### config.mk
export PLATFORM = sky130hd
export DESIGN_NAME = tantb_mul
export DESIGN_NICKNAME = d
export VERILOG_FILES = /design/src/rtl/tantb_pkg.sv /design/src/rtl/tantb_mul.sv
export SDC_FILE = /design/constraint.sdc
export NUM_CORES = 2
export LEC_CHECK = 0
export BUFFER_PORTS_ARGS = -buffer_cell sky130_fd_sc_hd__buf_2
export CORE_UTILIZATION = 60
export DETAILED_ROUTE_END_ITERATION = 7
export PLACE_DENSITY = 0.83
export REMOVE_ABC_BUFFERS = 1
export SLEW_MARGIN = 10
export SYNTH_ARGS = -nofsm -noshare
export SYNTH_HDL_FRONTEND = slang
export SYNTH_SLANG_ARGS = --single-unit
### constraint.sdc
create_clock -name clk -period 9.4 [get_ports clk]
set_clock_uncertainty 0.1 [all_clocks]
set_input_delay 1.88 -clock clk [delete_from_list [all_inputs] [get_ports clk]]
set_output_delay 1.88 -clock clk [all_outputs]
set_load 0.01 [all_outputs]
### src/rtl/tantb_pkg.sv
`default_nettype none

package tantb_pkg;

  localparam int POS_W     = 24;
  localparam int UV_W      = 16;
  localparam int NRM_W     = 16;
  localparam int SUM_W     = 18;
  localparam int VEC_W     = 16;
  localparam int IN_W      = 3 * POS_W + 2 * UV_W + 3 * NRM_W;
  localparam int OUT_W     = 6 * VEC_W;
  localparam int OUT_USR_W = 3;
  localparam int MUL_W     = 33;
  localparam int ACC_W     = 64;
  localparam int ROOT_W    = 32;
  localparam int DNUM_W    = 48;
  localparam int DDEN_W    = 32;
  localparam int BQ_W      = 21;

  // 3 * 2^14: the integer normal sum is three times the mean normal in Q1.14.
  localparam logic [DDEN_W-1:0] NORM_K      = 32'd49152;
  localparam logic [DNUM_W-1:0] NORM_K_HALF = 48'd24576;

  // ceil(2^23 / 3): floor(y / 3) equals (y * RECIP3) >> 23 for every y below 2^23.
  localparam logic [MUL_W-1:0] RECIP3    = 33'd2796203;
  localparam int               RECIP3_SH = 23;

  // Block scaling windows for the raw tangent and the projected tangent.
  localparam logic [ACC_W-1:0] BS_T_HI = 64'h0000_0000_0080_0000;
  localparam logic [ACC_W-1:0] BS_T_LO = 64'h0000_0000_0040_0000;
  localparam logic [ACC_W-1:0] BS_P_HI = 64'h0000_0000_4000_0000;
  localparam logic [ACC_W-1:0] BS_P_LO = 64'h0000_0000_2000_0000;

  function automatic logic [ACC_W-1:0] mag64(input logic signed [ACC_W-1:0] v);
    logic [ACC_W-1:0] m;
    m = v[ACC_W-1] ? (~v + 64'd1) : v;
    return m;
  endfunction

  // Applies a sign to a quotient magnitude and saturates to 16 bits.
  function automatic logic signed [VEC_W-1:0] sat16(input logic neg,
                                                    input logic [DNUM_W-1:0] q);
    logic signed [VEC_W-1:0] r;
    if (!neg) begin
      r = (q > 48'd32767) ? 16'sh7FFF : q[VEC_W-1:0];
    end else begin
      r = (q > 48'd32768) ? 16'sh8000 : (~q[VEC_W-1:0] + 16'd1);
    end
    return r;
  endfunction

endpackage

`default_nettype wire

### src/rtl/tantb_mul.sv
`default_nettype none

module tantb_mul
  import tantb_pkg::*;
(
  input  wire                           clk,
  input  wire  logic signed [MUL_W-1:0] a,
  input  wire  logic signed [MUL_W-1:0] b,
  output logic signed [ACC_W-1:0]       p
);

  logic signed [2*MUL_W-1:0] full;

  assign full = a * b;

  always_ff @(posedge clk) begin
    p <= full[ACC_W-1:0];
  end

endmodule

`default_nettype wire

; ---- Yosys cells after proc, flatten, opt, wreduce, memory -nomap -nowiden
; Index checks and enable logic that the tools add are counted.
[totals]
input_bits = 67
out_inout_bits = 64
register_bits = 64
elab_cells = 2
[classes]
multipliers = 1
[op_table]
columns = operator, n
row1 = multiplier 33 x 33 -> 64 bit, 1

; ---- Depth between registers and ports, before layout
[logic_depth]
ltp_word = 1
depth_mapped = 28
ltp_nobuf = 26

; ---- Worst setup path before layout
; Ideal clock, no wire load.
[synth_path]
path_kind = in2reg
startpoint = input port a[32]
endpoint = register p[63]
setup_slack_ns = 0.156
required_ns = 9.228
stages = 24
arrival_ns = 9.072
path_buffers = 1
setup_ns = 0.072
cell_sequence = clkbuf_1 > nand2_1 > inv_1 > fa_1 > fa_1 > fa_1 > inv_1 > fa_1 > inv_1 > fa_1 > fa_1 > fa_1 > inv_1 > fa_1 > inv_1 > ha_1 > a21o_1 > a21o_1 > a21oi_1 > nand2_1 > o31ai_1 > o211ai_1 > a21oi_1 > xnor2_1
[synth_via]
elab_chain_len = 1
[synth_lines]
columns = item, line_no
row1 = "start, declared", tantb_mul.sv:7  ; input wire logic signed [MUL_W-1:0] a,
row2 = multiplier 33 x 33 -> 64 bit, tantb_mul.sv:14  ; assign full = a * b;
row3 = named net full[63], tantb_mul.sv:12  ; logic signed [2*MUL_W-1:0] full;
row4 = "end signal, assigned", tantb_mul.sv:17  ; p <= full[ACC_W-1:0];
row5 = "end, declared", tantb_mul.sv:9  ; output logic signed [ACC_W-1:0] p
; The timed path passes the listed nets, and every way through them passes these cells.

; ---- Worst setup path in the final report
[layout_path]
startpoint = input port b[9]
endpoint = register p[44]
[layout_via]
elab_chain_len = 1
[layout_lines]
columns = item, line_no
row1 = "start, declared", tantb_mul.sv:8  ; input wire logic signed [MUL_W-1:0] b,
row2 = multiplier 33 x 33 -> 64 bit, tantb_mul.sv:14
row3 = named net full[44], tantb_mul.sv:12
; The timed path passes the listed nets, and every way through them passes these cells.

==> results_dict.tcl <==
set metrics [dict create \
    io_buffer_count 130 \
    cts.reportedPaths.clkPinSlew_ps 60 \
    slew_hr_pct 51.4 \
    placedInstanceArea_sq_um 42700 \
    route.detailed.drc 0 \
    globalRouteOverflowTotal 0 \
    grt_antenna_before_repair 12 \
    rsz0062_at_grt "no" \
    timing.critical_path.required_ps 9550 \
    run_status "completed" \
    fin_nets 5784 \
    setup.worst_path.class "in2reg" \
    avgRoutedWirePerCell_microns 20.4 \
    largest_register_ffs 64 \
    fp.dieArea_sq_um 66900 \
    clk_root_buffer_cell "sky130_fd_sc_hd__clkbuf_16" \
    setup-tns-final_ps 0 \
    endpoint_kind "flip-flop" \
    first_iter_violations 2492 \
    critical_path.startpoint_type "input port" \
    regMostFlops "p" \
    finalInstanceArea_sq_um 43100 \
    detail-route-antenna-nets 0 \
    post_cts_hold_buffer_count 0 \
    cts_buffers 9 \
    hold_viol_final 0 \
    cts-root-to-sink-buffers 2 \
    drt-total-wl_microns 107000 \
    syn-mean-instance-area_sq_um 9.40 \
    worstMarginPinSlew_ps 728 \
    synth_edf_count 0 \
    area_delta_synth_final_pct 9.09 \
    h-tree-depth 3 \
    rows 93 \
    tritoncts "yes" \
    critical_path_peak_fanout 13 \
    wire_length_of_the_first_global_routing_pass_microns 174000 \
    globalRouteTotalUtil_pct 34.0 \
    dr.pass1.iters 8 \
    period_share_pct 97.3 \
    die_height_microns 259 \
    setup_viol 0 \
    synth-seq-cells 64 \
    synthesis.area_sq_um 39500 \
    vias_per_cell 5.57 \
    ioPinCount 131 \
    initial_utilization_pct 61.0 \
    dp_hpwl_microns 92100 \
    cts_sink_cnt 64 \
    design.core.area_sq_um 64800 \
    critPathArrivalTime_ps 9300 \
    layout-drive-gt1-share_pct 9.56 \
    finalHoldWorstSlack_ps 2080 \
    ys_types 57 \
    fillCellCount 4810 \
    max_cap_violations 0 \
    synthesis_warning_total 0 \
    post-route-util_pct 66.6 \
    via_count_of_the_routed_design 29300 \
    final_max_slew_viols 0 \
    hold_depth 3 \
    min_period_ps 9150 \
    worst_hold_path_type "in2reg" \
    synth-seq-area-share_pct 3.24 \
    via_count_of_the_first_global_routing_pass 32800 \
    maxClockFrequency_mhz 109 \
    gp_congestion 1.03 \
    asyncSetResetFlopFracSynth_pct 0 \
    grt_start_max_net_pins 34 \
    top_regs "p x64" \
    netlist_instances 4207 \
    synth-main-ff-cell "sky130_fd_sc_hd__dfxtp_1" \
    die_x_microns 259 \
]
==> cells in the mapped netlist (11+ instances only) <==
cell type,instances,area [sq um]
sky130_fd_sc_hd__and2_1,548,3430
sky130_fd_sc_hd__dfxtp_1,64,1280
sky130_fd_sc_hd__a21o_1,18,135
sky130_fd_sc_hd__clkbuf_1,222,833
sky130_fd_sc_hd__nor2b_1,32,200
sky130_fd_sc_hd__fa_1,1125,22500
sky130_fd_sc_hd__o21ai_0,29,145
sky130_fd_sc_hd__a21oi_1,69,345
sky130_fd_sc_hd__o21a_1,18,135
sky130_fd_sc_hd__nor3_1,11,55.1
sky130_fd_sc_hd__nand4_1,12,75.1
sky130_fd_sc_hd__ha_1,212,2650
sky130_fd_sc_hd__nor2_1,18,67.6
sky130_fd_sc_hd__xnor2_1,55,482
sky130_fd_sc_hd__inv_1,1086,4080
sky130_fd_sc_hd__nand3_1,18,90.1
sky130_fd_sc_hd__nand2_1,547,2050
sky130_fd_sc_hd__xor2_1,21,184
==> final timing paths <==
kind | endpoint | startpoint
max | p[44]$_DFF_P_ | b[9]
min | p[0]$_DFF_P_ | b[0]
==> layout by cell type (no fill, tap or decap), types with 32 or more instances in the layout <==
cell,instances
sky130_fd_sc_hd__a21oi_1,67
sky130_fd_sc_hd__nor2b_1,32
sky130_fd_sc_hd__dfxtp_1,64
sky130_fd_sc_hd__inv_1,1085
sky130_fd_sc_hd__buf_4,225
sky130_fd_sc_hd__xnor2_1,55
sky130_fd_sc_hd__and2_1,547
sky130_fd_sc_hd__ha_1,212
sky130_fd_sc_hd__fa_1,1123
sky130_fd_sc_hd__buf_2,124
sky130_fd_sc_hd__nand2_1,547
==> repair_timing <==
item,CTS,global route
setup buffers,0,1
setup endpoints to repair,0,12
gates resized for setup,0,23
==> logic make-up (layout without fill, tap and decap cells) <==
logic type,after synthesis,in the layout,share of synthesized area (%)
compound gates,200,200,3.25
xor+xnor,76,76,1.68
fa+ha+maj,1337,1337,63.7
buf+inv,1308,1486,12.4
flops,64,64,3.24
mux,1,1,0.0253
other cells,0,9,0
simple gates,1221,1221,15.7
==> worst max-delay path, stage by stage <==
cell                       delay [ps]
sky130_fd_sc_hd__clkbuf_4         240
sky130_fd_sc_hd__buf_12           200
sky130_fd_sc_hd__and2_1           180
sky130_fd_sc_hd__fa_1             510
sky130_fd_sc_hd__fa_1             560
sky130_fd_sc_hd__inv_1             60
sky130_fd_sc_hd__fa_1             530
sky130_fd_sc_hd__inv_1             50
sky130_fd_sc_hd__fa_1             480
sky130_fd_sc_hd__fa_1             610
sky130_fd_sc_hd__fa_1             450
sky130_fd_sc_hd__fa_1             490
sky130_fd_sc_hd__inv_1             50
sky130_fd_sc_hd__fa_1             480
sky130_fd_sc_hd__inv_1             40
sky130_fd_sc_hd__ha_1             340
sky130_fd_sc_hd__nand4_1          240
sky130_fd_sc_hd__nor3_2           270
sky130_fd_sc_hd__nand4_1          270
sky130_fd_sc_hd__nor3_4           400
sky130_fd_sc_hd__o31a_1           300
sky130_fd_sc_hd__a31o_1           260
sky130_fd_sc_hd__a21oi_2           90
sky130_fd_sc_hd__xnor2_1          140
sky130_fd_sc_hd__buf_4            150
==> through the flow <==
| step | worst slack [ps] | instances |
|---|---|---|
| global route | 2.26 | 5246 |
| CTS | 31.5 | 5239 |
| global placement | -199 | 5223 |
| floorplan | 407 | 3985 |
| detailed placement | -311 | 5223 |
| finish | 252 | 5249 |
==> metal layers <==
metal,up-vias,share of wire (%),track usage [%]
li1,12300,-,-
met1,15000,36,42.3
met2,1525,48,55.7
met3,407,9.7,7.76
met4,10,6.2,18.0
met5,-,0.057,0
==> layout make-up <==
class,instances,area [sq um],area share [%]
Multi-Input combinational cell,2835,33400,77.5
Inverter,1086,4080,9.45
Timing Repair Buffer,384,2950,6.83
Sequential cell,64,1280,2.97
Tap cell,855,1070,2.48
Clock buffer,11,243,0.563
Clock inverter,5,80.1,0.186
Antenna cell,9,22.5,0.0522
Power is not shown: default switching activity piles up to over one toggle a cycle in this logic, so the estimate is an artifact.
