===== config.mk =====
export PLATFORM = sky130hd
export DESIGN_NAME = tantb_isqrt
export DESIGN_NICKNAME = d
export VERILOG_FILES = /design/src/rtl/tantb_pkg.sv /design/src/rtl/tantb_isqrt.sv
export SDC_FILE = /design/constraint.sdc
export NUM_CORES = 1
export LEC_CHECK = 0
export BUFFER_PORTS_ARGS = -buffer_cell sky130_fd_sc_hd__buf_2
export CAP_MARGIN = 20
export CORE_MARGIN = 2
export CORE_UTILIZATION = 45
export CTS_BUF_LIST = sky130_fd_sc_hd__clkbuf_16
export DETAILED_ROUTE_END_ITERATION = 8
export PLACE_DENSITY_LB_ADDON = 0.1
export SYNTH_ARGS = -nofsm -noshare
export SYNTH_HDL_FRONTEND = slang
export SYNTH_SLANG_ARGS = --single-unit

===== constraint.sdc =====
create_clock -name clk -period 11.2 [get_ports clk]
set_input_delay 2.24 -clock clk [delete_from_list [all_inputs] [get_ports clk]]
set_output_delay 2.24 -clock clk [all_outputs]
set_load 0.02 [all_outputs]

===== src/rtl/tantb_pkg.sv =====
`default_nettype none

package tantb_pkg;

  localparam int POS_W     = 24;
  localparam int UV_W      = 16;
  localparam int NRM_W     = 16;
  localparam int SUM_W     = 18;
  localparam int VEC_W     = 16;
  localparam int IN_W      = 3 * POS_W + 2 * UV_W + 3 * NRM_W;
  localparam int OUT_W     = 6 * VEC_W;
  localparam int OUT_USR_W = 3;
  localparam int MUL_W     = 33;
  localparam int ACC_W     = 64;
  localparam int ROOT_W    = 32;
  localparam int DNUM_W    = 48;
  localparam int DDEN_W    = 32;
  localparam int BQ_W      = 21;

  // 3 * 2^14: the integer normal sum is three times the mean normal in Q1.14.
  localparam logic [DDEN_W-1:0] NORM_K      = 32'd49152;
  localparam logic [DNUM_W-1:0] NORM_K_HALF = 48'd24576;

  // ceil(2^23 / 3): floor(y / 3) equals (y * RECIP3) >> 23 for every y below 2^23.
  localparam logic [MUL_W-1:0] RECIP3    = 33'd2796203;
  localparam int               RECIP3_SH = 23;

  // Block scaling windows for the raw tangent and the projected tangent.
  localparam logic [ACC_W-1:0] BS_T_HI = 64'h0000_0000_0080_0000;
  localparam logic [ACC_W-1:0] BS_T_LO = 64'h0000_0000_0040_0000;
  localparam logic [ACC_W-1:0] BS_P_HI = 64'h0000_0000_4000_0000;
  localparam logic [ACC_W-1:0] BS_P_LO = 64'h0000_0000_2000_0000;

  function automatic logic [ACC_W-1:0] mag64(input logic signed [ACC_W-1:0] v);
    logic [ACC_W-1:0] m;
    m = v[ACC_W-1] ? (~v + 64'd1) : v;
    return m;
  endfunction

  // Applies a sign to a quotient magnitude and saturates to 16 bits.
  function automatic logic signed [VEC_W-1:0] sat16(input logic neg,
                                                    input logic [DNUM_W-1:0] q);
    logic signed [VEC_W-1:0] r;
    if (!neg) begin
      r = (q > 48'd32767) ? 16'sh7FFF : q[VEC_W-1:0];
    end else begin
      r = (q > 48'd32768) ? 16'sh8000 : (~q[VEC_W-1:0] + 16'd1);
    end
    return r;
  endfunction

endpackage

`default_nettype wire


===== src/rtl/tantb_isqrt.sv =====
`default_nettype none

module tantb_isqrt
  import tantb_pkg::*;
(
  input  wire                     clk,
  input  wire                     rst,
  input  wire                     start,
  input  wire  logic [ACC_W-1:0]  x,
  output logic                    done,
  output logic [ROOT_W-1:0]       root
);

  logic [ACC_W-1:0] rx;
  logic [ACC_W-1:0] r;
  logic [ACC_W-1:0] bv;
  logic [ACC_W-1:0] trial;
  logic [4:0]       cnt;
  logic             busy;

  assign trial = r + bv;
  assign root  = r[ROOT_W-1:0];

  // One result bit per cycle, for a 64-bit radicand and a 32-bit root.
  always_ff @(posedge clk) begin
    if (rst) begin
      busy <= 1'b0;
      done <= 1'b0;
      cnt  <= '0;
    end else begin
      done <= 1'b0;
      if (start) begin
        rx   <= x;
        r    <= '0;
        bv   <= 64'h4000_0000_0000_0000;
        cnt  <= '0;
        busy <= 1'b1;
      end else if (busy) begin
        if (rx >= trial) begin
          rx <= rx - trial;
          r  <= (r >> 1) + bv;
        end else begin
          r <= r >> 1;
        end
        bv  <= bv >> 2;
        cnt <= cnt + 5'd1;
        if (cnt == 5'd31) begin
          busy <= 1'b0;
          done <= 1'b1;
        end
      end
    end
  end

endmodule

`default_nettype wire


* Word level (Yosys, flattened, before mapping)
Index checks and enable logic that the tools add are counted.
** Word-level totals
- Latch bits :: 0
- Memories kept :: 0
- RAM bits :: 0
- Bits of input ports :: 67
- Flip-flop bits (word level) :: 167
- Output and inout port bits :: 33
- Word-level logic and storage cells :: 30
- Bits in read-only memories :: 0
** Operators by class
- Bitwise logic cells :: 2
- Add/sub/neg operators :: 4
- Equality and inequality tests :: 1
- Multipliers :: 0
- Multiplexer cells :: 10
- Shift operators :: 0
- Reductions and logical operators :: 6
- Div/mod/pow operators :: 0
- Order comparisons :: 1
** Operator list (count)
- two-way mux 64 bit :: 5
- adder 63 x 63 -> 64 bit :: 1
- adder 64 x 63 -> 64 bit :: 1
- >= comparator 64 bit :: 1
- subtractor 64 bit :: 1
- two-way mux 63 bit :: 1
- adder 5 x 1 -> 5 bit (second input constant) :: 1
- equality test 5 bit (second input constant) :: 1
- two-way mux 1 bit :: 4
- nonzero test 2 bit :: 2
- AND reduction 3 bit :: 1
- OR reduction 3 bit :: 1
- NOT 1 bit :: 2
- AND reduction 2 bit :: 1
- OR reduction 2 bit :: 1

* Logic depth before layout (Yosys ltp)
- Depth after elaboration :: 5
- Mapped depth :: 25
- Depth with buffers taken out :: 23

* Least setup slack after synthesis
OpenSTA, ideal clock, no wires.
- Path kind :: register to register
- Start :: reg r[2]
- End :: reg rx[0] (enable)
- Stages on the path, launching flop included :: 25
- Required time :: 10.714 ns
- Setup slack :: 3.050 ns
- Arrival :: 7.664 ns
- Clock period less this slack :: 8.150 ns
- Buffers on the path :: 3
- Setup time :: 0.486 ns
- Cells stage by stage :: edfxtp_1 -> ha_1 -> a31oi_1 -> o21bai_1 -> a211oi_1 -> o21ai_0 -> inv_1 -> o21ai_0 -> nand2_1 -> nand2_1 -> a31oi_1 -> xor2_1 -> ha_1 -> clkbuf_2 -> nand4_1 -> or4_4 -> or4_4 -> a21oi_2 -> nor3_1 -> a21oi_4 -> o221a_4 -> buf_6 -> buf_2 -> nor2_1 -> nor2_1
** Between the ends
- Cells in the longest elaborated chain, start to end :: 4
** RTL lines
- start: declaration :: RTL line tantb_isqrt.sv:15 : logic [ACC_W-1:0] r;
- start signal: assignment :: RTL line tantb_isqrt.sv:41 : r <= (r >> 1) + bv;
- start signal: assignment :: RTL line tantb_isqrt.sv:43 : r <= r >> 1;
- adder 64 x 63 -> 64 bit :: RTL line tantb_isqrt.sv:21 : assign trial = r + bv;
- >= comparator 64 bit :: RTL line tantb_isqrt.sv:39 : if (rx >= trial) begin
- nonzero test 2 bit (no source line)
- AND reduction 3 bit (no source line)
- end signal: assignment :: RTL line tantb_isqrt.sv:40 : rx <= rx - trial;
- end: declaration :: RTL line tantb_isqrt.sv:14 : logic [ACC_W-1:0] rx;
Every way passes these cells.
A chain may end at the register's enable or synchronous reset.

* Final worst setup path
- Start :: reg r[2]
- End :: reg rx[20] (enable)
Same word-level chain as after synthesis.

==> flow_summary.toml <==
[timing]
worst_slack_ns = 3.23
hold_viol_final = 0
fin_skew_ns = 0.0116
period_share = 0.712
fin_crit_ns = 7.97
drv_slew = 0
grt_setup_unrepaired = "false"
slew_headroom = 0.270
maxClockFrequency_mhz = 125
worstMarginPinSlew_ns = 1.09
fin_tns_setup_ns = 0
setup_violations = 0

[layout]
drive_above_1_share = 0.103
final_cells = 2259
diodes = 0
fin_nets = 1998
stdcell_area_um2 = 16600
utilization = 0.493
areaGrowthSynthToFinish_pct = 7.62

[grt]
grt_max_degree = 88
grt_util_all_layers = 0.242
antenna_found_initial = 0
grt_remaining_overflow = 0
grt_pass1_wl_mm = 68.5
grt_pass1_vias = 12700

[synthesis]
synth_cell_types = 79
synth-compound-area-share = 0.227
synth_flop_cell = "edfxtp_1"
synth_fp_nets = 1972
synth_seq_area_share = 0.321
synthSimpleGateAreaFrac = 0.190
synth-adder-area-share = 0.108
synth_area_um2 = 15400
synth_top_family_by_area = "compound AO/OA/AOI/OAI gates"
synth-seq-cells = 167
synthArstFlopShare = 0
synthCells = 1772
muxShareOfSynthArea = 0.0139
synth_edf_count = 160
synth_xor_area_frac = 0.0989
ys_warn_count = 0
syn_area_per_cell_um2 = 8.70

[worst_setup_path]
crit_arrival_ns = 8.05
start_kind = "flop"
rr_startpoint = "r[2]$_SDFFCE_PP0P_"
endpoint_kind = "flop"
critical_path.max_fanout = 87
startpoint = "r[2]$_SDFFCE_PP0P_"
cp.required_ns = 11.28
worstSetupPathType = "flop to flop"

[die]
die_w_um = 189
initial_core_util = 0.458
coreArea_um2 = 33600
die_area_um2 = 35700
die_h_um = 189
pin_count = 100
row_count = 67

[routing]
post_drt_wl_per_cell_um = 19.1
wirelength_mm = 43.2
drt_iter0_drc = 1068
vias = 13400
drcViolationCount = 0
first_pass_iters = 5
antenna_left = 0
vias_per_cell = 5.93

[placement]
preCtsSetupSlack_ns = 3.32
dp_hpwl_mm = 32.3
gp_congestion = 0.944
place_area_um2 = 16000
io_buffers = 99
placed_cells = 2227

[power]
p_int_mw = 1.72
power.density_nw_per_um2 = 181
switchingPower_mw = 1.28
ir_drop_mv = 0.145
pwr-share-comb = 0.495
p_leak_nw = 6.29
seq_power_share = 0.298
p_sw_frac = 0.426
p_clk_frac = 0.208

[clock_network]
htree_levels = 4
cts_setup_buffers = 0
clockRootBuffer = "clkbuf_16"
cts_resized = 0
cts_inserted_buffers = 17
hold_buffers = 0
cts_tree = "built"
clockBufferDepth = 2
clk_latency_ns = 0.46
cts.sinks = 167
clk_pin_slew_worst_paths_ns = 0.07

[min_path]
min_path_type = "flop to flop"
min-delay-start = "cnt[3]$_SDFFE_PP0P_"

[run_status]
status = "complete, no violations"

[run]
cap_violations = 0
[power groups by stage]
stage / sequential, mW / clock [mW] / combinational, mW
finish: 0.892 / 0.623 / 1.48
global route: 0.902 / 0.660 / 1.64
detailed placement: 0.902 / 0 / 1.46
global placement: 0.905 / 0 / 1.46
CTS: 0.890 / 0.637 / 1.47
floorplan: 0.870 / 0 / 1.17
[layout by cell type, fill, tap and decap left out, types with 16 or more instances in the layout]
| cell type | instances |
|---|---|
| and3_1 | 17 |
| nand3_1 | 31 |
| a31o_2 | 16 |
| clkbuf_16 | 17 |
| inv_1 | 22 |
| xnor2_1 | 87 |
| a31oi_1 | 52 |
| nor2_1 | 149 |
| a21o_1 | 47 |
| a21oi_1 | 115 |
| edfxtp_1 | 160 |
| nor2b_1 | 56 |
| o21ai_0 | 147 |
| o21bai_1 | 29 |
| buf_2 | 98 |
| ha_1 | 132 |
| nand2_1 | 217 |
| nand4_1 | 44 |
| and2_1 | 20 |
| mux2i_1 | 18 |
| nor3_1 | 20 |
| xor2_1 | 87 |
[synth_stat cells, types with 12 or more instances]
cell / count / area (µm²)
ha_1: 132 / 1650
a31oi_1: 52 / 325
nor3_1: 20 / 100
nand4_1: 44 / 275
a31o_2: 16 / 140
nand2_1: 217 / 815
clkbuf_1: 48 / 180
and2_1: 20 / 125
nand2b_1: 13 / 81.3
mux2i_1: 18 / 180
nor2b_1: 56 / 350
a21oi_1: 115 / 576
nand3_1: 31 / 155
edfxtp_1: 160 / 4800
buf_4: 35 / 263
and3_1: 17 / 106
o211ai_1: 13 / 97.6
o21ai_0: 147 / 736
o21a_1: 13 / 97.6
nor2_1: 150 / 563
xor2_1: 87 / 762
inv_1: 23 / 86.3
o21bai_1: 29 / 218
a21o_1: 47 / 353
xnor2_1: 87 / 762
a211oi_2: 12 / 150
[sequential cells by signal, indices dropped and copies added (netlist names)]
signal and cells:
busy 1, r 64, cnt 5, bv 32, done 1, rx 64
[routing by layer]
layer	vias up	track usage	part of all wire
met2	418	0.370	0.43
li1	6599	-	-
met5	-	0	0
met3	69	0.0378	0.053
met4	0	0.0622	0.019
met1	6303	0.355	0.49
[cell families after synthesis]
group,after synthesis
AO/OA/AOI/OAI,540
XOR/XNOR,174
adder cells (fa/ha/maj),133
buffers and inverters,122
flip-flops,167
multiplexers,21
AND/OR/NAND/NOR,615
[critical path: stages, from the launching register on]
cell      delay, ns
edfxtp_1       0.45
ha_1           0.37
a31oi_1        0.28
o21bai_1       0.23
a211oi_1       0.75
o21ai_0        0.51
a21oi_1        0.37
a31oi_1        0.22
a31oi_1        0.39
o21bai_1       0.15
xnor2_1        0.15
ha_1           0.42
nand4_1        0.14
nand2b_1       0.23
or4_4          0.47
a21oi_2        0.13
nor3_1         0.12
a21oi_4        0.20
o221a_4        0.20
buf_4          0.73
nor2_1         0.16
nor2_4         0.12
buf_4          0.73
[through the flow]
step / hold slack [ns] / total power [mW]
after global placement: 0.481 / 2.37
after detailed placement: 0.500 / 2.36
after floorplan: 0.467 / 2.04
after global routing: 0.552 / 3.20
after CTS: 0.518 / 3.00
final: 0.519 / 3.00
[cell type report]
class / instances / area [µm²]
clock buffer: 17 / 425
sequential: 167 / 4940
timing repair buffer: 105 / 547
inverter: 24 / 92.6
tap: 448 / 561
clock inverter: 15 / 168
fill: 3264 / 17000
multi-input combinational: 1483 / 9850
[path summary, 6_finish.rpt]
kind              slack, ns             endpoint  cells after the start
hold / removal         0.52  cnt[3]$_SDFFE_PP0P_                      2
setup / recovery       3.23     rx[20]$_DFFE_PP_                     22
hold reg to reg        0.52  cnt[3]$_SDFFE_PP0P_                      2
setup reg to reg       3.23     rx[20]$_DFFE_PP_                     22
(Power assumes the default switching activity.)
