File: config.mk
export PLATFORM = sky130hd
export DESIGN_NAME = tantb_div
export DESIGN_NICKNAME = d
export VERILOG_FILES = /design/src/rtl/tantb_pkg.sv /design/src/rtl/tantb_div.sv
export SDC_FILE = /design/constraint.sdc
export NUM_CORES = 1
export LEC_CHECK = 0
export BUFFER_PORTS_ARGS = -buffer_cell sky130_fd_sc_hd__buf_2
export CELL_PAD_IN_SITES_DETAIL_PLACEMENT = 0
export CELL_PAD_IN_SITES_GLOBAL_PLACEMENT = 2
export CORE_UTILIZATION = 36
export CTS_CLUSTER_DIAMETER = 150
export CTS_CLUSTER_SIZE = 28
export DETAILED_ROUTE_END_ITERATION = 10
export MAX_ROUTING_LAYER = met4
export PLACE_DENSITY_LB_ADDON = 0.15
export SKIP_LAST_GASP = 1
export SYNTH_ARGS = -nofsm -noshare
export SYNTH_HDL_FRONTEND = slang
export SYNTH_SLANG_ARGS = --single-unit
File: constraint.sdc
create_clock -name clk -period 6.2 [get_ports clk]
set_clock_uncertainty 0.1 [all_clocks]
set_input_delay 0.62 -clock clk [delete_from_list [all_inputs] [get_ports clk]]
set_output_delay 0.62 -clock clk [all_outputs]
set_load 0.05 [all_outputs]
File: src/rtl/tantb_pkg.sv
`default_nettype none

package tantb_pkg;

  localparam int POS_W     = 24;
  localparam int UV_W      = 16;
  localparam int NRM_W     = 16;
  localparam int SUM_W     = 18;
  localparam int VEC_W     = 16;
  localparam int IN_W      = 3 * POS_W + 2 * UV_W + 3 * NRM_W;
  localparam int OUT_W     = 6 * VEC_W;
  localparam int OUT_USR_W = 3;
  localparam int MUL_W     = 33;
  localparam int ACC_W     = 64;
  localparam int ROOT_W    = 32;
  localparam int DNUM_W    = 48;
  localparam int DDEN_W    = 32;
  localparam int BQ_W      = 21;

  // 3 * 2^14: the integer normal sum is three times the mean normal in Q1.14.
  localparam logic [DDEN_W-1:0] NORM_K      = 32'd49152;
  localparam logic [DNUM_W-1:0] NORM_K_HALF = 48'd24576;

  // ceil(2^23 / 3): floor(y / 3) equals (y * RECIP3) >> 23 for every y below 2^23.
  localparam logic [MUL_W-1:0] RECIP3    = 33'd2796203;
  localparam int               RECIP3_SH = 23;

  // Block scaling windows for the raw tangent and the projected tangent.
  localparam logic [ACC_W-1:0] BS_T_HI = 64'h0000_0000_0080_0000;
  localparam logic [ACC_W-1:0] BS_T_LO = 64'h0000_0000_0040_0000;
  localparam logic [ACC_W-1:0] BS_P_HI = 64'h0000_0000_4000_0000;
  localparam logic [ACC_W-1:0] BS_P_LO = 64'h0000_0000_2000_0000;

  function automatic logic [ACC_W-1:0] mag64(input logic signed [ACC_W-1:0] v);
    logic [ACC_W-1:0] m;
    m = v[ACC_W-1] ? (~v + 64'd1) : v;
    return m;
  endfunction

  // Applies a sign to a quotient magnitude and saturates to 16 bits.
  function automatic logic signed [VEC_W-1:0] sat16(input logic neg,
                                                    input logic [DNUM_W-1:0] q);
    logic signed [VEC_W-1:0] r;
    if (!neg) begin
      r = (q > 48'd32767) ? 16'sh7FFF : q[VEC_W-1:0];
    end else begin
      r = (q > 48'd32768) ? 16'sh8000 : (~q[VEC_W-1:0] + 16'd1);
    end
    return r;
  endfunction

endpackage

`default_nettype wire

File: src/rtl/tantb_div.sv
`default_nettype none

module tantb_div
  import tantb_pkg::*;
(
  input  wire                      clk,
  input  wire                      rst,
  input  wire                      start,
  input  wire  logic [DNUM_W-1:0]  num,
  input  wire  logic [DDEN_W-1:0]  den,
  output logic                     done,
  output logic [DNUM_W-1:0]        quo
);

  logic [DDEN_W-1:0] rem;
  logic [DDEN_W-1:0] dd;
  logic [DDEN_W:0]   shifted;
  logic [DDEN_W:0]   diff;
  logic              ge;
  logic [5:0]        cnt;
  logic              busy;

  assign shifted = {rem, quo[DNUM_W-1]};
  assign diff    = shifted - {1'b0, dd};
  assign ge      = shifted >= {1'b0, dd};

  // Restoring division, one quotient bit per cycle.
  always_ff @(posedge clk) begin
    if (rst) begin
      busy <= 1'b0;
      done <= 1'b0;
      cnt  <= '0;
    end else begin
      done <= 1'b0;
      if (start) begin
        rem  <= '0;
        quo  <= num;
        dd   <= den;
        cnt  <= '0;
        busy <= 1'b1;
      end else if (busy) begin
        rem <= ge ? diff[DDEN_W-1:0] : shifted[DDEN_W-1:0];
        quo <= {quo[DNUM_W-2:0], ge};
        cnt <= cnt + 6'd1;
        if (cnt == 6'd47) begin
          busy <= 1'b0;
          done <= 1'b1;
        end
      end
    end
  end

endmodule

`default_nettype wire

# After elaboration in Yosys (flattened, before gate mapping)
# Index checks and enable logic that the tools add are counted.
dict set report word_totals {
  reg_bits 120
  input_bits 83
  out_inout_bits 49
  word_cells 25
}
dict set report classes {
  addsub 2
  n_lt_le_gt_ge 1
  n_eq_ne 1
  muxes 8
  bitwise_logic 2
  reduce_logical 5
}
# operator count
set op_table {}
lappend op_table {{2-to-1 mux 48 bit} 2}
lappend op_table {{2-to-1 mux 32 bit} 2}
lappend op_table {{greater-or-equal comparator 33 x 32 -> 1 bit} 1}
lappend op_table {{subtractor 32 bit} 1}
lappend op_table {{adder 6 x 1 -> 6 bit, second input constant} 1}
lappend op_table {{equality test 6 bit, second input constant} 1}
lappend op_table {{2-to-1 mux 1 bit} 4}
lappend op_table {{AND reduction 2 bit} 2}
lappend op_table {{OR reduction 3 bit} 1}
lappend op_table {{NOT 1 bit} 2}
lappend op_table {{nonzero test 2 bit} 1}
lappend op_table {{OR reduction 2 bit} 1}

# Longest topological paths before layout
# Gate-level depths: netlist of run 1.
dict set report depth {
  depth_word 4
  depth_mapped 14
  depth_no_buf 12
}

# Least setup slack after synthesis of run 1
# Ideal clock, no wire load.
dict set report synth_path {
  kind {input-to-reg}
  from {in start}
  to {reg quo[0], enable pin}
  setup_ps 519
  arrival_ps 4918
  required_time_ps 5581
  setup_slack_ps 663
  stages 5
  n_path_buf 3
  cell_sequence {clkbuf_1 clkbuf_1 clkbuf_1 nor2_1 nor2_1}
}
dict set report synth_via {
  elab_chain_cells 2
}
# element line
set synth_rtl {}
lappend synth_rtl {{start: declaration} tantb_div.sv:8} ;# input wire start,
lappend synth_rtl {{nonzero test 2 bit (no line)} --}
lappend synth_rtl {{AND reduction 2 bit (no line)} --}
lappend synth_rtl {{end signal: assignment} tantb_div.sv:37} ;# quo <= num;
lappend synth_rtl {{end signal: assignment} tantb_div.sv:43} ;# quo <= {quo[DNUM_W-2:0], ge};
lappend synth_rtl {{end: declaration} tantb_div.sv:12} ;# output logic [DNUM_W-1:0] quo
# No other way between the ends.
# A chain may end at the register's enable or synchronous reset.

# Final worst setup path of run 1
dict set report layout_path {
  from {reg rem[15]}
  to {reg rem[19] (data pin)}
}
dict set report layout_via {
  elab_chain_cells 3
  elab_cells_between_ends 4
  classes_between {add/sub (1); order compare (1); mux (2)}
}
# element line
set layout_rtl {}
lappend layout_rtl {{start: declaration} tantb_div.sv:15} ;# logic [DDEN_W-1:0] rem;
lappend layout_rtl {{start signal: assignment} tantb_div.sv:42} ;# rem <= ge ? diff[DDEN_W-1:0] : shifted[DDEN_W-1:0];
lappend layout_rtl {{subtractor 32 bit or greater-or-equal comparator 33 x 32 -> 1 bit (tied branches)} {tantb_div.sv:24, tantb_div.sv:25}}
lappend layout_rtl {{2-to-1 mux 32 bit *} tantb_div.sv:42}
lappend layout_rtl {{2-to-1 mux 32 bit *} tantb_div.sv:41} ;# end else if (busy) begin
# Every way passes the cells marked *; elsewhere a longest branch is shown, timed or not. The select of a mux whose other input is x is not followed.

==> impl_metrics.tcl, run 1 <==
set metrics [dict create \
    final_cells 942 \
    r2r_cells 11 \
    holdWs_ns 0.2739 \
    yosysMostFrequentCell "edfxtp_1" \
    remaining_drc_errors 0 \
    crit_path_end_kind "flip-flop" \
    fmax_mhz 272.0 \
    vias_per_cell 5.072 \
    dp.cells 910 \
    synth_top_area_share 0.5075 \
    power_leakage_nw 3.352 \
    initial_core_util 0.3677 \
    finalSetupTns_ns 0 \
    yosys_warnings 0 \
    fillers 1753 \
    worstPathRequired_ns 6.35 \
    synth.area.top_cells "edfxtp_1 (51%), mux2_2 (8.3%), ha_1 (6.2%)" \
    cts_num_sinks 120 \
    vias 4778 \
    ant_nets 0 \
    clock_path_buffers 2 \
    ys_types 48 \
    diodes 0 \
    ios 132 \
    ys.flop_type "edfxtp_1" \
    synth.avg_cell_area_um2 11.59 \
    ys_ff_latch 120 \
    pre_cts_slack_ns 2.518 \
    cts_hold_buf 0 \
    arrival_ns 3.83 \
    rsz0062_at_grt "no" \
    pwr-share-seq 0.371 \
    slew_violations 0 \
    p_sw_uw 838.8 \
    vdd_drop_max_mv 0.2518 \
    worstPathMaxFanout 25 \
    syn_inst 572 \
    synth-edff-count 112 \
    numCtsBuffers 17 \
    place_hpwl_um 11030 \
    finalHoldViolCount 0 \
    synth_area_leader_cell "edfxtp_1" \
    area_delta_synth_final_pct 22.18 \
    hold_path_depth 1 \
    combPwrFrac 0.243 \
    placed_area_um2 7483 \
    grt_max_degree 74 \
    post-route-util 0.4493 \
    synth_seq_area_share 0.5316 \
    dieArea_um2 18960 \
    async_flop_share 0 \
    worst_pin_slew_ns 1.175 \
    cts_resized 0 \
    startpoint_type "flip-flop" \
    critPathKind "flip-flop to flip-flop" \
    die_w_um 137.7 \
    core-area_um2 18020 \
    cts.reportedPaths.clkPinSlew_ns 0.06 \
    overflow 0 \
    final_area_um2 8098 \
    setup_violations 0 \
    period_share 0.5931 \
    finalWirelength_um 15550 \
    wl_per_cell_um 16.50 \
    nets 817 \
    syn_nets 689 \
    die_h_um 137.7 \
    h-tree-depth 4 \
    grt_use_total 0.1824 \
    dr.pass1.iters 4 \
    switching_share 0.3100 \
    power_frac_clock 0.387 \
    status "finished, final reports clean" \
    antenna_found_initial 0 \
    gp_congestion 0.8533 \
    grt_pass1_wl_um 25190 \
    synth_area_um2 6628 \
    period_minus_slack_ns 3.677 \
    p_per_area_nw_per_um2 334.1 \
    setup_ws_ns 2.523 \
    layout-drive-gt1-share 0.3226 \
    cts_tree "built" \
    root_buffer "clkbuf_16" \
    ys_top_cells_by_count "edfxtp_1 (112), mux2_2 (49), nor2_1 (48)" \
    first_global_vias 4974 \
    rows 49 \
    p_int_mw 1.867 \
    hold_path_class "input pin to flip-flop" \
    clk_latency_ns 0.42 \
    maxCapViolCount 0 \
    slew_headroom 0.2147 \
    total_power_mw 2.706 \
    drt_iter0_markers 197 \
    cts_setup_buffers 0 \
    portBuffers 131 \
]
-- cell usage in the layout, fill, tap and decap left out, types with 2 or more instances in the layout --
cell / instances
buf_2: 131
edfxtp_1: 112
mux2_2: 49
nor2_1: 46
a21oi_1: 41
inv_1: 40
nand2_1: 38
ha_1: 33
o21ai_0: 24
xnor2_1: 19
mux2i_1: 18
clkbuf_16: 17
a21o_1: 13
xor2_1: 13
nand4_1: 10
nor3_1: 9
dfxtp_1: 8
inv_6: 7
nand3_1: 6
a31oi_1: 6
or3_1: 5
a211oi_1: 5
o21bai_1: 4
and3_1: 4
a211oi_2: 4
o21a_1: 4
o22ai_1: 4
nor2b_1: 3
o21ai_1: 3
nor2_4: 3
bufinv_16: 3
buf_4: 3
nor4_1: 2
a211o_1: 2
a21oi_2: 2
o211ai_1: 2
or2_2: 2
nand2b_1: 2
o41ai_1: 2
clkinv_2: 2
-- registers in the layout, indices dropped and copies added (netlist names) --
| name | cells |
|---|---|
| busy | 1 |
| done | 1 |
| cnt | 6 |
| rem | 32 |
| dd | 32 |
| quo | 48 |
-- power by group through the flow --
stage | Combinational, mW | Clock (mW) | Sequential [mW]
final | 0.656 | 1.05 | 1.00
after global routing | 0.725 | 1.11 | 1.01
after CTS | 0.663 | 1.08 | 1.00
after detailed placement | 0.659 | 0 | 1.02
after global placement | 0.660 | 0 | 1.02
after floorplan | 0.443 | 0 | 1.09
-- cells by family (layout without fill, tap and decap cells) --
logic type | count (synthesis) | after routing | share of synthesized area
simple gates | 132 | 132 | 0.09024
compound gates | 121 | 121 | 0.1174
flops | 120 | 120 | 0.5316
mux | 67 | 67 | 0.1104
buf+inv | 66 | 207 | 0.04266
fa+ha+maj | 34 | 34 | 0.06532
xor+xnor | 32 | 32 | 0.04229
-- path summary, 6_finish.rpt --
path                                             from                    end  slack (ns)
worst max-delay path            rem[15]$_SDFFCE_PP0P_  rem[19]$_SDFFCE_PP0P_        2.52
worst min-delay path                          den[25]       dd[25]$_DFFE_PP_        0.27
worst max register to register  rem[15]$_SDFFCE_PP0P_  rem[19]$_SDFFCE_PP0P_        2.52
worst min register to register    cnt[5]$_SDFFE_PP0P_    cnt[5]$_SDFFE_PP0P_        0.40
-- metal layers --
metal	routed length (um)	vias to the layer above	GRT usage
met5	0	-	-
met4	122	0	0.05678
met3	843	8	0.05040
met2	7411	125	0.2987
met1	7169	2289	0.2169
li1	-	2356	-
-- layout make-up --
type	count	area [um2]	share of cell area
flip-flops and latches	120	3523	0.4351
well taps	229	286.5	0.03538
repair buffers	134	678.2	0.08375
clock buffers	17	425.4	0.05253
inverters	41	153.9	0.01900
multi-input cells	386	2841	0.3509
clock inverters	15	188.9	0.02333
-- critical path, stage by stage (launching register included) --
cell       delay (ns)
edfxtp_1         0.40
ha_1             0.42
nand2_1          0.13
o211ai_1         0.21
a21oi_1          0.11
or3_1            0.34
o21ai_2          0.27
a2111oi_4        0.11
nor2_4           0.53
buf_4            0.44
nand2_1          0.22
o22ai_1          0.24
No activity file was read; power rests on OpenSTA's default activity.
==> inputs of run 2 (changes only) <==
--- a/config.mk
+++ b/config.mk
@@ -8,7 +8,7 @@
 export BUFFER_PORTS_ARGS = -buffer_cell sky130_fd_sc_hd__buf_2
 export CELL_PAD_IN_SITES_DETAIL_PLACEMENT = 0
 export CELL_PAD_IN_SITES_GLOBAL_PLACEMENT = 2
-export CORE_UTILIZATION = 36
+export CORE_UTILIZATION = 33
 export CTS_CLUSTER_DIAMETER = 150
 export CTS_CLUSTER_SIZE = 28
 export DETAILED_ROUTE_END_ITERATION = 10
==> constraint.sdc (replaced) <==
create_clock -name clk -period 3.1 [get_ports clk]
set_clock_uncertainty 0.1 [all_clocks]
set_input_delay 0.31 -clock clk [delete_from_list [all_inputs] [get_ports clk]]
set_output_delay 0.31 -clock clk [all_outputs]
set_load 0.05 [all_outputs]
==> run 2 against run 1 <==
Die area rose by 9.0%. Power rose by 100%. Routed wire length increased by 7.6%. Worst setup slack got worse by 2.5 ns. Clock-buffer cell count unchanged. Global-route usage shrank 0.64 points. Cell area is 10% higher. Register-to-register slack got worse by 2.5 ns. Critical path type unchanged. Critical endpoint is now rem[18]$_SDFFCE_PP0P_. Largest power group is now sequential cells. Highest routed layer unchanged.
==> impl_metrics.tcl, run 2 (synthesis results as in run 1) <==
set metrics [dict create \
    finalHoldViolCount 0 \
    ant_nets 0 \
    critPathKind "flip-flop to flip-flop" \
    dieArea_um2 20650 \
    cts_tree "built" \
    ios 132 \
    numCtsBuffers 17 \
    grt_pass1_wl_um 26740 \
    clock_path_buffers 2 \
    rsz0062_at_grt "yes" \
    rows 51 \
    final-seq-area_um2 3523 \
    period_minus_slack_ns 3.078 \
    vias_per_cell 4.806 \
    setup_violations 0 \
    wl_per_cell_um 15.87 \
    gp_congestion 0.8254 \
    finalSetupTns_ns 0 \
    dp.cells 983 \
    overflow 0 \
    startpoint_type "flip-flop" \
    period_share 0.9930 \
    arrival_ns 3.14 \
    top_register "quo" \
    core-area_um2 19590 \
    holdWs_ns 0.08666 \
    vias 5065 \
    crit_path_end_kind "flip-flop" \
    cp.depth 12 \
    finalWirelength_um 16720 \
    vdd_drop_max_mv 0.3274 \
    crit_chain "ha_1, buf_4, nand2_2, o21ai_1, or3_1, a211oi_2, o21ai_2, a2111oi_4, nor2_4, buf_12, mux2i_2, nor2_1" \
    nets 892 \
    drt_iter0_markers 203 \
    layout-drive-gt1-share 0.3706 \
    status "finished, final reports clean" \
    final_cell_mix "buf_2 (131), edfxtp_1 (112), mux2_2 (49)" \
    biggestRegsByFlops "quo (48), dd (32), rem (32)" \
    die_w_um 143.7 \
    cts_num_sinks 120 \
    slew_violations 0 \
    initial_core_util 0.3383 \
    final_area_um2 8912 \
    r2r_cells 12 \
    cts.reportedPaths.clkPinSlew_ns 0.06 \
    worst-path-buf-inv 2 \
    r2r_slack_ns 0.02 \
    grt_use_total 0.1760 \
    cp-endpoint "rem[18]$_SDFFCE_PP0P_" \
    die_h_um 143.7 \
    final_cells 1054 \
    fmax_mhz 324.8 \
    worst_pin_slew_ns 0.5793 \
    slowest_delay_ns 0.39 \
    cp_top_family "compound AO/OA/AOI/OAI gates" \
    critPathLaunch "rem[14]$_SDFFCE_PP0P_" \
    largest_reg_flops 48 \
    p_per_area_nw_per_um2 612.6 \
    hold_path_class "input pin to flip-flop" \
    final_common_cell "buf_2" \
    dr.pass1.iters 5 \
    pre_cts_slack_ns -0.1043 \
    clk_latency_ns 0.42 \
    worstPathMaxFanout 19 \
    power_leakage_nw 3.671 \
    setup_ws_ns 0.02164 \
    antenna_found_initial 1 \
    h-tree-depth 4 \
    remaining_drc_errors 0 \
    worstPathRequired_ns 3.16 \
    placed_area_um2 7831 \
    post-route-util 0.4549 \
    maxCapViolCount 0 \
    multiInputGateArea_um2 2988 \
    first_global_vias 5290 \
    portBuffers 131 \
    slew_headroom 0.6138 \
    r2r_end "rem[18]$_SDFFCE_PP0P_" \
    root_buffer "clkbuf_16" \
    total_power_mw 5.459 \
    fillers 1894 \
    grt_max_degree 47 \
    area_delta_synth_final_pct 34.47 \
    r2r-start "rem[14]$_SDFFCE_PP0P_" \
    place_hpwl_um 11890 \
    cpMaxStageDelayCell "edfxtp_1" \
]
-- run 2: cell count changes in the layout (fill, tap and decap cells not counted), moves of 3 or more --
cell / change
buf_4: +39
bufinv_16: -3
dlygate4sd3_1: +32
mux2i_2: +3
mux2i_1: -3
ha_1: -10
ha_4: +6
ha_2: +4
-- run 2: final cells by class --
class	count	area share
multi-input combinational	386	0.3353
sequential	120	0.3953
tap	265	0.03720
clock inverter	15	0.01348
antenna	1	0.0002808
timing repair buffer	209	0.1534
clock buffer	17	0.04773
inverter	41	0.01727
-- run 2: worst min-delay path by stage --
| stage | startpoint | slack [ns] | to | cells past startpoint |
|---|---|---|---|---|
| global placement | cnt[5]$_SDFFE_PP0P_ | 0.37 | cnt[5]$_SDFFE_PP0P_ | 2 |
| floorplan | rst | 0.28 | busy$_SDFF_PP0_ | 1 |
| CTS | num[31] | 0.06 | quo[31]$_DFFE_PP_ | 2 |
| finish | num[12] | 0.09 | quo[12]$_DFFE_PP_ | 2 |
| detailed placement | den[21] | 0.39 | dd[21]$_DFFE_PP_ | 1 |
| global route | num[12] | 0.06 | quo[12]$_DFFE_PP_ | 2 |
-- run 2: layer usage --
layer	up-vias	share of wire	routed length, um	GRT usage
met1	2421	0.47	7830	0.2160
met3	13	0.045	749	0.04865
met2	130	0.48	7948	0.2800
met4	0	0.012	193	0.05599
met5	-	0	0	-
li1	2501	-	-	-
-- run 2: where the power goes --
group          switching [mW]  internal, mW  leakage [nW]
clock network           0.809          1.04         0.259
logic                   0.892         0.708          2.28
registers              0.0679          1.94          1.14
-- run 2: worst reg2reg max path, delay by kind of cell (launching register included) --
kind	cells	cell delay [ns]
AOI/OAI and AO/OA	4	0.81
buffers and inverters	2	0.35
and+or+nand+nor	4	0.64
adders and majority gates	1	0.32
muxes	1	0.21
DFF	1	0.39
-- run 2: timing repair --
item                                    in CTS  in global routing
setup buffers                                0                  4
endpoints found under the setup margin       3                 32
gates resized for setup                      2                 23
pin swaps                                    0                  5
hold endpoints to repair                    32                  0
cloned                                       0                  2
hold buffers                                32                  0
